$ cat src/hdl/dss_pkg.sv
// dss_pkg: shared types, codes and constants for the door servo sequencer.
// Used by dss_step and door_servo_sequencer_unit; depends on nothing.
package dss_pkg;

  // Servo end stops in degrees
  localparam logic [7:0]  ANGLE_OPEN  = 8'd170;
  localparam logic [7:0]  ANGLE_SHUT  = 8'd10;
  localparam logic [15:0] VISITOR_MAX = 16'hFFFF;

  // External door state codes (new_state / door_state)
  localparam logic [2:0] CODE_CLOSED    = 3'd0;
  localparam logic [2:0] CODE_OPENING   = 3'd1;
  localparam logic [2:0] CODE_WAITING   = 3'd2;
  localparam logic [2:0] CODE_CLOSING   = 3'd3;
  localparam logic [2:0] CODE_EMERGENCY = 3'd4;

  // Item kinds (in_tuser)
  localparam logic [1:0] KIND_TICK   = 2'd0;
  localparam logic [1:0] KIND_SAMPLE = 2'd1;
  localparam logic [1:0] KIND_FORCE  = 2'd2;

  // Register indexes (paddr[3:2])
  localparam logic [1:0] REG_OPEN_DISTANCE = 2'd0;
  localparam logic [1:0] REG_STEP_INTERVAL = 2'd1;
  localparam logic [1:0] REG_HOLD_TIME     = 2'd2;

  // Reset values
  localparam logic [8:0]  OPEN_DISTANCE_RST = 9'd20;
  localparam logic [15:0] STEP_INTERVAL_RST = 16'd15;
  localparam logic [15:0] HOLD_TIME_RST     = 16'd3000;
  localparam logic [8:0]  HELD_DIST_RST     = 9'd10;

  typedef enum logic [4:0] {
    MODE_CLOSED    = 5'b00001,
    MODE_OPENING   = 5'b00010,
    MODE_WAITING   = 5'b00100,
    MODE_CLOSING   = 5'b01000,
    MODE_EMERGENCY = 5'b10000
  } mode_t;

  typedef struct packed {
    mode_t       mode;
    logic [7:0]  angle;
    logic [15:0] visitors;
    logic [8:0]  held_dist;
    logic        first_open;
    logic        first_wait;
    logic [31:0] clock_ms;
    logic [31:0] last_step_ms;
    logic [31:0] wait_start_ms;
  } seq_state_t;

  typedef struct packed {
    logic [8:0]  open_distance;
    logic [15:0] step_interval;
    logic [15:0] hold_time;
  } seq_cfg_t;

  function automatic mode_t mode_from_code(input logic [2:0] code);
    mode_t m;
    unique case (code)
      CODE_CLOSED:    m = MODE_CLOSED;
      CODE_OPENING:   m = MODE_OPENING;
      CODE_WAITING:   m = MODE_WAITING;
      CODE_CLOSING:   m = MODE_CLOSING;
      CODE_EMERGENCY: m = MODE_EMERGENCY;
      default:        m = MODE_CLOSED;
    endcase
    return m;
  endfunction

  function automatic logic [2:0] mode_code(input mode_t m);
    logic [2:0] c;
    unique case (m)
      MODE_CLOSED:    c = CODE_CLOSED;
      MODE_OPENING:   c = CODE_OPENING;
      MODE_WAITING:   c = CODE_WAITING;
      MODE_CLOSING:   c = CODE_CLOSING;
      MODE_EMERGENCY: c = CODE_EMERGENCY;
      default:        c = CODE_CLOSED;
    endcase
    return c;
  endfunction

endpackage

$ cat src/hdl/dss_step.sv
// dss_step: next-state logic for one item (tick, distance sample, force state).
// Depends on dss_pkg.
module dss_step (
  input  dss_pkg::seq_state_t cur,
  input  dss_pkg::seq_cfg_t   cfg,
  input  logic [1:0]          kind,
  input  logic [8:0]          distance,
  input  logic [2:0]          new_state,
  output dss_pkg::seq_state_t nxt
);

  logic        may_open;
  logic [31:0] clk_inc;
  logic        step_due;

  assign may_open = (cur.mode != dss_pkg::MODE_WAITING) &&
                    (cur.mode != dss_pkg::MODE_EMERGENCY);
  assign clk_inc  = cur.clock_ms + 32'd1;
  assign step_due = (clk_inc - cur.last_step_ms) >= {16'd0, cfg.step_interval};

  always_comb begin
    nxt = cur;
    case (kind)
      dss_pkg::KIND_TICK: begin
        nxt.clock_ms = clk_inc;
        if (cur.held_dist <= cfg.open_distance && may_open) begin
          nxt.mode = dss_pkg::MODE_OPENING;
        end
        if (step_due) begin
          nxt.last_step_ms = clk_inc;
          unique case (nxt.mode)
            dss_pkg::MODE_OPENING: begin
              if (cur.first_open) begin
                if (cur.visitors != dss_pkg::VISITOR_MAX) begin
                  nxt.visitors = cur.visitors + 16'd1;
                end
                nxt.first_open = 1'b0;
              end
              if (cur.angle < dss_pkg::ANGLE_OPEN) begin
                nxt.angle = cur.angle + 8'd1;
              end else begin
                nxt.first_open = 1'b1;
                nxt.angle      = dss_pkg::ANGLE_OPEN;
                nxt.mode       = dss_pkg::MODE_WAITING;
              end
            end
            dss_pkg::MODE_WAITING: begin
              if (cur.first_wait) begin
                nxt.wait_start_ms = clk_inc;
                nxt.first_wait    = 1'b0;
              end
              if ((clk_inc - nxt.wait_start_ms) >= {16'd0, cfg.hold_time}) begin
                nxt.first_wait = 1'b1;
                nxt.mode       = dss_pkg::MODE_CLOSING;
              end
            end
            dss_pkg::MODE_CLOSING: begin
              if (cur.angle > dss_pkg::ANGLE_SHUT) begin
                nxt.angle = cur.angle - 8'd1;
              end else begin
                nxt.angle = dss_pkg::ANGLE_SHUT;
                nxt.mode  = dss_pkg::MODE_CLOSED;
              end
            end
            default: begin
              // closed and emergency: step does nothing
            end
          endcase
        end
      end
      dss_pkg::KIND_SAMPLE: begin
        nxt.held_dist = distance;
        if (distance <= cfg.open_distance && may_open) begin
          nxt.mode = dss_pkg::MODE_OPENING;
        end
      end
      dss_pkg::KIND_FORCE: begin
        if (new_state <= dss_pkg::CODE_EMERGENCY) begin
          nxt.mode       = dss_pkg::mode_from_code(new_state);
          nxt.first_open = 1'b1;
          nxt.first_wait = 1'b1;
        end
      end
      default: begin
        // unused kind: report status only
      end
    endcase
  end

endmodule

$ cat src/hdl/door_servo_sequencer_unit.sv
// door_servo_sequencer_unit: top level of the automatic door sequencer.
// Depends on dss_pkg and dss_step.

// Automatic door sequencer. Each input transfer is one item: a millisecond
// tick (in_tuser 0), a distance sample (1) or a forced state (2); every item
// produces exactly one status transfer on the out_ channel with the door
// state, commanded servo angle, visitor count and servo-enable flag as they
// stand after the item. Ticks advance a 32-bit ms clock; every
// step_interval_ms the active state acts (opening ramps 1 deg/step to 170,
// waiting holds hold_time_ms, closing ramps down to 10). A held distance at
// or below open_distance forces opening unless waiting or in emergency.
// Throughput is one item per clock while out_tready keeps the output draining;
// out_tvalid rises once the item has passed the input register, then the
// state/result register updated through dss_step; a stall on out_tready
// holds it there. The item rate is set by the state update loop, which
// holds one 32-bit add plus two 32-bit subtract-and-compares.
// Registers (APB, 32-bit data): 0x0 open_distance[8:0], 0x4
// step_interval_ms[15:0], 0x8 hold_time_ms[15:0]; write only while idle.
module door_servo_sequencer_unit (
  input  logic        clk,
  input  logic        rst_n,
  // input stream
  input  logic        in_tvalid,
  output logic        in_tready,
  input  logic [15:0] in_tdata,   // [8:0] distance, [11:9] new_state, [15:12] zero
  input  logic [1:0]  in_tuser,   // [1:0] kind
  // result stream
  output logic        out_tvalid,
  input  logic        out_tready,
  output logic [31:0] out_tdata,  // [2:0] door_state, [10:3] servo_angle,
                                  // [26:11] visitor_count, [27] servo_on, [31:28] zero
  // configuration
  input  logic        cfg_psel,
  input  logic        cfg_penable,
  input  logic        cfg_pwrite,
  input  logic [3:0]  cfg_paddr,
  input  logic [31:0] cfg_pwdata,
  output logic [31:0] cfg_prdata,
  output logic        cfg_pready
);

  // ---------------- configuration registers ----------------
  dss_pkg::seq_cfg_t cfg_r;
  logic              cfg_wr;
  logic [1:0]        cfg_idx;

  assign cfg_pready = 1'b1;
  assign cfg_idx    = cfg_paddr[3:2];
  assign cfg_wr     = cfg_psel & cfg_penable & cfg_pwrite & cfg_pready;

  always_ff @(posedge clk) begin
    if (!rst_n) begin
      cfg_r.open_distance <= dss_pkg::OPEN_DISTANCE_RST;
      cfg_r.step_interval <= dss_pkg::STEP_INTERVAL_RST;
      cfg_r.hold_time     <= dss_pkg::HOLD_TIME_RST;
    end else if (cfg_wr) begin
      unique case (cfg_idx)
        dss_pkg::REG_OPEN_DISTANCE: cfg_r.open_distance <= cfg_pwdata[8:0];
        dss_pkg::REG_STEP_INTERVAL: cfg_r.step_interval <= cfg_pwdata[15:0];
        dss_pkg::REG_HOLD_TIME:     cfg_r.hold_time     <= cfg_pwdata[15:0];
        default: begin
          // unmapped address: write dropped
        end
      endcase
    end
  end

  always_comb begin
    unique case (cfg_idx)
      dss_pkg::REG_OPEN_DISTANCE: cfg_prdata = {23'd0, cfg_r.open_distance};
      dss_pkg::REG_STEP_INTERVAL: cfg_prdata = {16'd0, cfg_r.step_interval};
      dss_pkg::REG_HOLD_TIME:     cfg_prdata = {16'd0, cfg_r.hold_time};
      default:                    cfg_prdata = 32'd0;
    endcase
  end

  // ---------------- handshake / pipeline control ----------------
  // Stage 1 captures the item; stage 2 (state + result register) advances
  // whenever the output register is empty or being drained.
  logic       in_valid_r;
  logic       in_valid_nxt;
  logic [1:0] kind_r;
  logic [8:0] dist_r;
  logic [2:0] nstate_r;
  logic       out_valid_r;
  logic       advance;
  logic       in_xfer;
  logic       do_step;

  assign advance   = !out_valid_r || out_tready;
  assign in_tready = !in_valid_r || advance;
  assign in_xfer   = in_tvalid && in_tready;
  assign do_step   = in_valid_r && advance;

  always_comb begin
    in_valid_nxt = in_valid_r;
    if (in_xfer) begin
      in_valid_nxt = 1'b1;
    end else if (advance) begin
      in_valid_nxt = 1'b0;
    end
  end

  always_ff @(posedge clk) begin
    if (!rst_n) begin
      in_valid_r  <= 1'b0;
      out_valid_r <= 1'b0;
    end else begin
      in_valid_r <= in_valid_nxt;
      if (advance) begin
        out_valid_r <= in_valid_r;
      end
    end
  end

  always_ff @(posedge clk) begin
    if (in_xfer) begin
      kind_r   <= in_tuser;
      dist_r   <= in_tdata[8:0];
      nstate_r <= in_tdata[11:9];
    end
  end

  // ---------------- sequencer state ----------------
  dss_pkg::seq_state_t st_r;
  dss_pkg::seq_state_t st_nxt;

  dss_step u_step (
    .cur       (st_r),
    .cfg       (cfg_r),
    .kind      (kind_r),
    .distance  (dist_r),
    .new_state (nstate_r),
    .nxt       (st_nxt)
  );

  always_ff @(posedge clk) begin
    if (!rst_n) begin
      st_r.mode          <= dss_pkg::MODE_CLOSED;
      st_r.angle         <= dss_pkg::ANGLE_SHUT;
      st_r.visitors      <= 16'd0;
      st_r.held_dist     <= dss_pkg::HELD_DIST_RST;
      st_r.first_open    <= 1'b1;
      st_r.first_wait    <= 1'b1;
      st_r.clock_ms      <= 32'd0;
      st_r.last_step_ms  <= 32'd0;
      st_r.wait_start_ms <= 32'd0;
    end else if (do_step) begin
      st_r <= st_nxt;
    end
  end

  // ---------------- result register ----------------
  logic [31:0] out_data_r;
  logic        servo_on;

  assign servo_on = (st_nxt.mode == dss_pkg::MODE_OPENING) ||
                    (st_nxt.mode == dss_pkg::MODE_CLOSING);

  always_ff @(posedge clk) begin
    if (do_step) begin
      out_data_r <= {4'd0, servo_on, st_nxt.visitors, st_nxt.angle,
                     dss_pkg::mode_code(st_nxt.mode)};
    end
  end

  assign out_tvalid = out_valid_r;
  assign out_tdata  = out_data_r;

endmodule
$ cat config.mk
export PLATFORM = sky130hd
export DESIGN_NAME = door_servo_sequencer_unit
export DESIGN_NICKNAME = d
export VERILOG_FILES = /design/src/hdl/dss_pkg.sv /design/src/hdl/dss_step.sv /design/src/hdl/door_servo_sequencer_unit.sv
export SDC_FILE = /design/constraint.sdc
export NUM_CORES = 1
export LEC_CHECK = 0
export ABC_AREA = 1
export BUFFER_PORTS_ARGS = -buffer_cell sky130_fd_sc_hd__buf_2
export CAP_MARGIN = 20
export CORE_MARGIN = 4
export CORE_UTILIZATION = 60
export DETAILED_ROUTE_END_ITERATION = 8
export GPL_TIMING_DRIVEN = 0
export PLACE_DENSITY = 0.9
export SKIP_CTS_REPAIR_TIMING = 1
export SYNTH_ARGS = -nofsm -noshare
export SYNTH_HDL_FRONTEND = slang
export SYNTH_HIERARCHICAL = 1
export SYNTH_SLANG_ARGS = --single-unit
export TNS_END_PERCENT = 20
$ cat constraint.sdc
create_clock -name clk -period 6.15 [get_ports clk]
set_input_delay 1.23 -clock clk [delete_from_list [all_inputs] [get_ports clk]]
set_output_delay 1.23 -clock clk [all_outputs]
set_load 0.005 [all_outputs]
==> results of run 1 <==
==> final timing paths <==
| kind | from | to | slack (ns) | cells after the start |
|---|---|---|---|---|
| worst max-delay path | st_r[64]$_SDFFE_PN0P_ | out_tdata[1]$_DFFE_PP_ | 0.36 | 35 |
| worst min-delay path | st_r[126]$_SDFFE_PN1P_ | st_r[126]$_SDFFE_PN1P_ | 0.48 | 2 |
| worst max register to register | st_r[64]$_SDFFE_PN0P_ | out_tdata[1]$_DFFE_PP_ | 0.36 | 35 |
| worst min register to register | st_r[126]$_SDFFE_PN1P_ | st_r[126]$_SDFFE_PN1P_ | 0.48 | 2 |
==> kinds of logic (layout without fill, tap and decap cells) <==
family	Yosys count	count (layout)	synth area share, %
buf+inv	514	648	11.70
simple gates	1749	1749	39.88
flops	221	221	26.28
fa+ha+maj	78	78	5.376
other cells	2	22	0.04075
compound gates	484	484	13.96
xor+xnor	58	58	2.756
==> report_power, final <==
part | total (mW) | internal [mW] | switching (mW)
combinational | 1.76 | 0.583 | 1.17
clock | 1.56 | 0.906 | 0.656
sequential | 1.66 | 1.57 | 0.0930
total | 4.98 | 3.06 | 1.92
==> metrics by stage <==
step | setup slack [ns] | std cells
after global placement | -0.4682 | 3598
after floorplan | 1.448 | 3125
after CTS | -0.7343 | 3646
final | 0.3582 | 3650
after detailed placement | -0.6566 | 3598
after global routing | -0.06989 | 3649
==> registers in the layout (all words and copies together), names as in the netlist <==
name        cells
st_r          136
dist_r          9
in_valid_r      1
kind_r          2
out_tvalid      1
cfg_r          41
out_tdata      28
nstate_r        3
==> cells in the final DEF, fill, tap and decap left out, drive strengths merged, types with 5 or more instances in the layout <==
cell	count
nand2	868
nor2	558
inv	395
o21ai	339
nand3	225
dfxtp	179
buf	170
a21oi	93
ha	76
clkbuf	71
nand4	50
xor2	47
edfxtp	42
nor3	26
conb	21
xnor2	11
nand3b	11
o21bai	9
a21boi	9
clkinv	9
o211ai	6
a31oi	6
a211oi	5
==> routing by layer <==
metal	vias up	GRT usage (%)	wire length, microns
li1	10170	-	-
met1	9386	46.92	25220
met2	1161	59.99	28270
met3	211	4.125	5754
met4	2	19.76	3958
met5	-	0	12
==> final cells by class <==
| class | instances | area (sq um) | share of cell area, % |
|---|---|---|---|
| clock inverters | 10 | 96.34 | 0.4711 |
| repair buffers | 88 | 452.9 | 2.215 |
| plain buffers | 115 | 671.9 | 3.285 |
| multi-input cells | 2390 | 11630 | 56.87 |
| inverters | 397 | 1493 | 7.299 |
| well taps | 390 | 488.0 | 2.386 |
| clock buffers | 38 | 765.7 | 3.744 |
| flip-flops and latches | 221 | 4851 | 23.72 |
| diodes | 1 | 2.502 | 0.01224 |
==> critical path: cells and delay by family (launching register included) <==
kind | cells | cell delay, ns
simple gates | 25 | 3.40
buf+inv | 6 | 0.70
fa+ha+maj | 2 | 0.56
flops | 1 | 0.44
xor+xnor | 1 | 0.26
compound gates | 1 | 0.10
==> flow_metrics.env, run 1 <==
export IMPL_final_max_slew_violation_count=0
export IMPL_worstSetupStartpointType="register"
export IMPL_syn_mean_instance_area_sq_um=5.934
export IMPL_detailed_place_area_sq_um=19410
export IMPL_crit_path_end_kind="register"
export IMPL_cts_inserted_buffers=26
export IMPL_max_cap_violations=0
export IMPL_placeableCoreArea_sq_um=29950
export IMPL_critPathArrivalTime_ns=6.05
export IMPL_post_synth_top_area_fraction_pct=19.44
export IMPL_fillCellCount=2785
export IMPL_status="finished clean"
export IMPL_syn_instance_count=3106
export IMPL_antenna_violations_before_repair=2
export IMPL_fp_row_count=63
export IMPL_synth_sequential_area_ratio_pct=26.28
export IMPL_insertion_delay_ns=0.57
export IMPL_flow_area_growth_from_synthesis_pct=10.96
export IMPL_globalRouteOverflowTotal=0
export IMPL_grt_max_degree=38
export IMPL_finalWirelength_mm=63.22
export IMPL_detail_route_iter0_violations=2237
export IMPL_gp_routability_congestion=1.022
export IMPL_min_period_over_period_pct=94.17
export IMPL_design_portCount=128
export IMPL_floorplan_initialDensity_pct=61.53
export IMPL_cts_root_buf="clkbuf_16"
export IMPL_type_of_the_worst_setup_path="reg2reg"
export IMPL_drt_pass1_iter_count=8
export IMPL_grt_first_pass_wirelength_mm=99.44
export IMPL_synth_largest_area_cell="dfxtp_1"
export IMPL_ys_top_cells_by_area="dfxtp_1 (19%), nand2_1 (17%), nor2_1 (11%), o21ai_0 (8.1%), inv_1 (7.6%)"
export IMPL_dominantRegCellSynth="dfxtp_1"
export IMPL_port_buffers=83
export IMPL_die_width_microns=183.3
export IMPL_cp_slowest_stage_delay_ns=0.44
export IMPL_cts_max_level=1
export IMPL_max_clock_path_buffers=3
export IMPL_ys_warn_count=6
export IMPL_synth_common_cells="nand2_1 (839), nor2_1 (524), inv_1 (374)"
export IMPL_drc_errors=0
export IMPL_min_period_ns=5.792
export IMPL_ys_async_sr_fraction_pct=0
export IMPL_synth_cell_type_count=58
export IMPL_fraction_of_final_layout_cells_sized_beyond_drive_strength_1_pct=10.10
export IMPL_tritoncts="done"
export IMPL_p_leak_nw=10.05
export IMPL_layout_nets=3378
export IMPL_holdCritPathClass="reg2reg"
export IMPL_top_achievable_clock_speed_mhz=172.7
export IMPL_timing_final_hold_violations=0
export IMPL_slew_headroom_pct=28.65
export IMPL_synth_edff_count=42
export IMPL_hold_slack_ns=0.4769
export IMPL_p_total_mw=4.981
export IMPL_die_area_sq_um=33590
export IMPL_timing_critical_path_fanout_max=9
export IMPL_final_antenna_net_count=0
export IMPL_drt_wirelength_per_cell_microns=17.32
export IMPL_first_global_vias=19350
export IMPL_areal_power_density_over_the_cells_nw_per_um2=243.6
export IMPL_syn_cell_area_sq_um=18430
export IMPL_final_core_utilization_pct=68.27
export IMPL_grt_use_total_pct=36.43
export IMPL_finalSetupTns_ns=0
export IMPL_route_detailed_vias_per_inst=5.735
export IMPL_clk_pin_slew_ns=0.06
export IMPL_hpwl_mm=49.85
export IMPL_via_count_of_the_routed_design=20930
export IMPL_clock_sinks=221
export IMPL_synth_most_common_cell="nand2_1"
export IMPL_tightestPinTransition_ns=1.066
export IMPL_crit_slowest_cell="dfxtp_4"
export IMPL_cell_area_after_layout_sq_um=20450
export IMPL_crit_required_ns=6.41
export IMPL_setup_viol_count_final=0
export IMPL_die_height_microns=183.3
export IMPL_max_vdd_ir_drop_mv=0.2387
export IMPL_synth_seq_cells=221
export IMPL_clock_skew_ns=0.04719
Power figures use the tool's default switching activity.
==> run 2: changes to the inputs <==
--- a/config.mk
+++ b/config.mk
@@ -10,6 +10,7 @@
 export CAP_MARGIN = 20
 export CORE_MARGIN = 4
 export CORE_UTILIZATION = 60
+export CTS_BUF_LIST = sky130_fd_sc_hd__clkbuf_4 sky130_fd_sc_hd__clkbuf_8 sky130_fd_sc_hd__clkbuf_16
 export DETAILED_ROUTE_END_ITERATION = 8
 export GPL_TIMING_DRIVEN = 0
 export PLACE_DENSITY = 0.9
==> run 2 against run 1 <==
Effect of this change: final area barely moved; register-to-register slack barely moved; sequential power barely moved; power rose by 0.25%; largest power group unchanged; largest cell class unchanged; maximum frequency rose by 0.11%.
==> flow_metrics.env, run 2 (synthesis gave the netlist of run 1 again) <==
export IMPL_die_height_microns=183.3
export IMPL_top_register="st_r"
export IMPL_detail_route_iter0_violations=2396
export IMPL_type_of_the_worst_setup_path="reg2reg"
export IMPL_timing_final_hold_violations=0
export IMPL_finalWirelength_mm=63.34
export IMPL_hold_path_depth=2
export IMPL_reg2reg_setup_slack_ns=0.36
export IMPL_design_portCount=128
export IMPL_most_common_layout_cells="nand2_1 (839), nor2_1 (522), inv_1 (374)"
export IMPL_crit_required_ns=6.41
export IMPL_tightestPinTransition_ns=1.045
export IMPL_areal_power_density_over_the_cells_nw_per_um2=244.0
export IMPL_drt_wirelength_per_cell_microns=17.36
export IMPL_setup_viol_count_final=0
export IMPL_worst_r2r_startpoint="st_r[64]$_SDFFE_PN0P_"
export IMPL_timing_rr_end="out_tdata[1]$_DFFE_PP_"
export IMPL_most_frequent_standard_cell_in_the_layout_excluding_fill_and_tap_cells="nand2_1"
export IMPL_holdPathEnd="st_r[126]$_SDFFE_PN1P_"
export IMPL_cts_max_level=1
export IMPL_hpwl_mm=49.85
export IMPL_crit_slowest_cell="dfxtp_4"
export IMPL_first_global_vias=19360
export IMPL_final_antenna_net_count=0
export IMPL_globalRouteOverflowTotal=0
export IMPL_grt_use_total_pct=36.48
export IMPL_die_area_sq_um=33590
export IMPL_drc_errors=0
export IMPL_critPathArrivalTime_ns=6.05
export IMPL_cp_slowest_stage_delay_ns=0.44
export IMPL_antenna_violations_before_repair=2
export IMPL_numPlacedInstances=3598
export IMPL_grt_max_degree=38
export IMPL_p_leak_nw=10.07
export IMPL_die_width_microns=183.3
export IMPL_placeableCoreArea_sq_um=29950
export IMPL_port_buffers=83
export IMPL_gp_routability_congestion=1.022
export IMPL_layoutNonFillerInstCount=3649
export IMPL_insertedDiodeCount=0
export IMPL_status="finished clean"
export IMPL_min_period_over_period_pct=94.07
export IMPL_clock_skew_ns=0.03914
export IMPL_drt_pass1_iter_count=6
export IMPL_top_achievable_clock_speed_mhz=172.9
export IMPL_max_clock_path_buffers=3
export IMPL_largest_register_ff_count=136
export IMPL_cts_inserted_buffers=26
export IMPL_via_count_of_the_routed_design=20860
export IMPL_grt_first_pass_wirelength_mm=99.50
export IMPL_max_vdd_ir_drop_mv=0.2317
export IMPL_flow_area_growth_from_synthesis_pct=11.04
export IMPL_finalSetupTns_ns=0
export IMPL_worstSetupStartpointType="register"
export IMPL_final_core_utilization_pct=68.33
export IMPL_origin_of_the_worst_min_delay_path="st_r[126]$_SDFFE_PN1P_"
export IMPL_clock_sinks=221
export IMPL_cts_root_buf="clkbuf_16"
export IMPL_fp_row_count=63
export IMPL_insertion_delay_ns=0.56
export IMPL_max_cap_violations=0
export IMPL_clk_pin_slew_ns=0.06
export IMPL_timing_critical_path_fanout_max=10
export IMPL_layout_nets=3378
export IMPL_floorplan_initialDensity_pct=61.53
export IMPL_route_detailed_vias_per_inst=5.717
export IMPL_tritoncts="done"
export IMPL_final_max_slew_violation_count=0
export IMPL_min_period_ns=5.785
export IMPL_hold_slack_ns=0.4838
export IMPL_holdCritPathClass="reg2reg"
export IMPL_crit_path_end_kind="register"
export IMPL_slew_headroom_pct=30.04
export IMPL_fraction_of_final_layout_cells_sized_beyond_drive_strength_1_pct=10.22
export IMPL_worstRegToRegCells=34
## run 2: layout make-up
cell class / instances / area, sq um
multi-input cells: 2390 / 11630
fillers: 2779 / 9487
flip-flops and latches: 221 / 4851
inverters: 397 / 1495
clock buffers: 38 / 784.5
plain buffers: 115 / 671.9
well taps: 390 / 488.0
repair buffers: 88 / 452.9
clock inverters: 10 / 96.34
## run 2: metal layers
| metal | part of all wire (%) | wire length [microns] | global-route usage, % | vias up |
|---|---|---|---|---|
| met3 | 8.6 | 5447 | 3.828 | 210 |
| met2 | 45 | 28430 | 60.35 | 1112 |
| met1 | 40 | 25490 | 46.99 | 9377 |
| li1 | - | - | - | 10160 |
| met5 | 0.022 | 14 | 0 | - |
| met4 | 6.3 | 3959 | 19.61 | 2 |
## run 2: report_power, final
| group | internal [mW] | switching [mW] | leakage (nW) |
|---|---|---|---|
| combinational | 0.584 | 1.17 | 7.76 |
| sequential | 1.57 | 0.0929 | 1.87 |
| clock | 0.928 | 0.647 | 0.435 |
## run 2: worst max-delay path by stage
| stage | from | end | cells past startpoint |
|---|---|---|---|
| 2_1_floorplan | st_r[96]$_SDFFE_PN1P_ | out_tdata[1]$_DFFE_PP_ | 35 |
| 3_3_place_gp | st_r[64]$_SDFFE_PN0P_ | out_tdata[1]$_DFFE_PP_ | 34 |
| 3_5_place_dp | st_r[64]$_SDFFE_PN0P_ | out_tdata[1]$_DFFE_PP_ | 34 |
| 4_1_cts | st_r[64]$_SDFFE_PN0P_ | out_tdata[1]$_DFFE_PP_ | 34 |
| 5_1_grt | st_r[64]$_SDFFE_PN0P_ | out_tdata[1]$_DFFE_PP_ | 34 |
| 6_report | st_r[64]$_SDFFE_PN0P_ | out_tdata[1]$_DFFE_PP_ | 34 |
## run 2: worst max-delay path: cells and delay by family, from the launching register on
| family | cells | cell delay (ns) |
|---|---|---|
| buffers and inverters | 7 | 0.85 |
| DFF | 1 | 0.44 |
| and+or+nand+nor | 22 | 3.03 |
| adders and majority gates | 2 | 0.56 |
| xor gates and xnor gates | 1 | 0.26 |
| AOI/OAI and AO/OA | 2 | 0.32 |
## run 2: per-stage QoR
| step | setup WS, ns | total power [mW] | cell area, sq um |
|---|---|---|---|
| floorplan | 1.448 | 2.925 | 18500 |
| global placement | -0.4682 | 3.315 | 19410 |
| detailed placement | -0.6566 | 3.368 | 19410 |
| CTS | -0.7324 | 4.938 | 20290 |
| global route | -0.04550 | 5.305 | 20470 |
| finish | 0.3648 | 4.994 | 20470 |
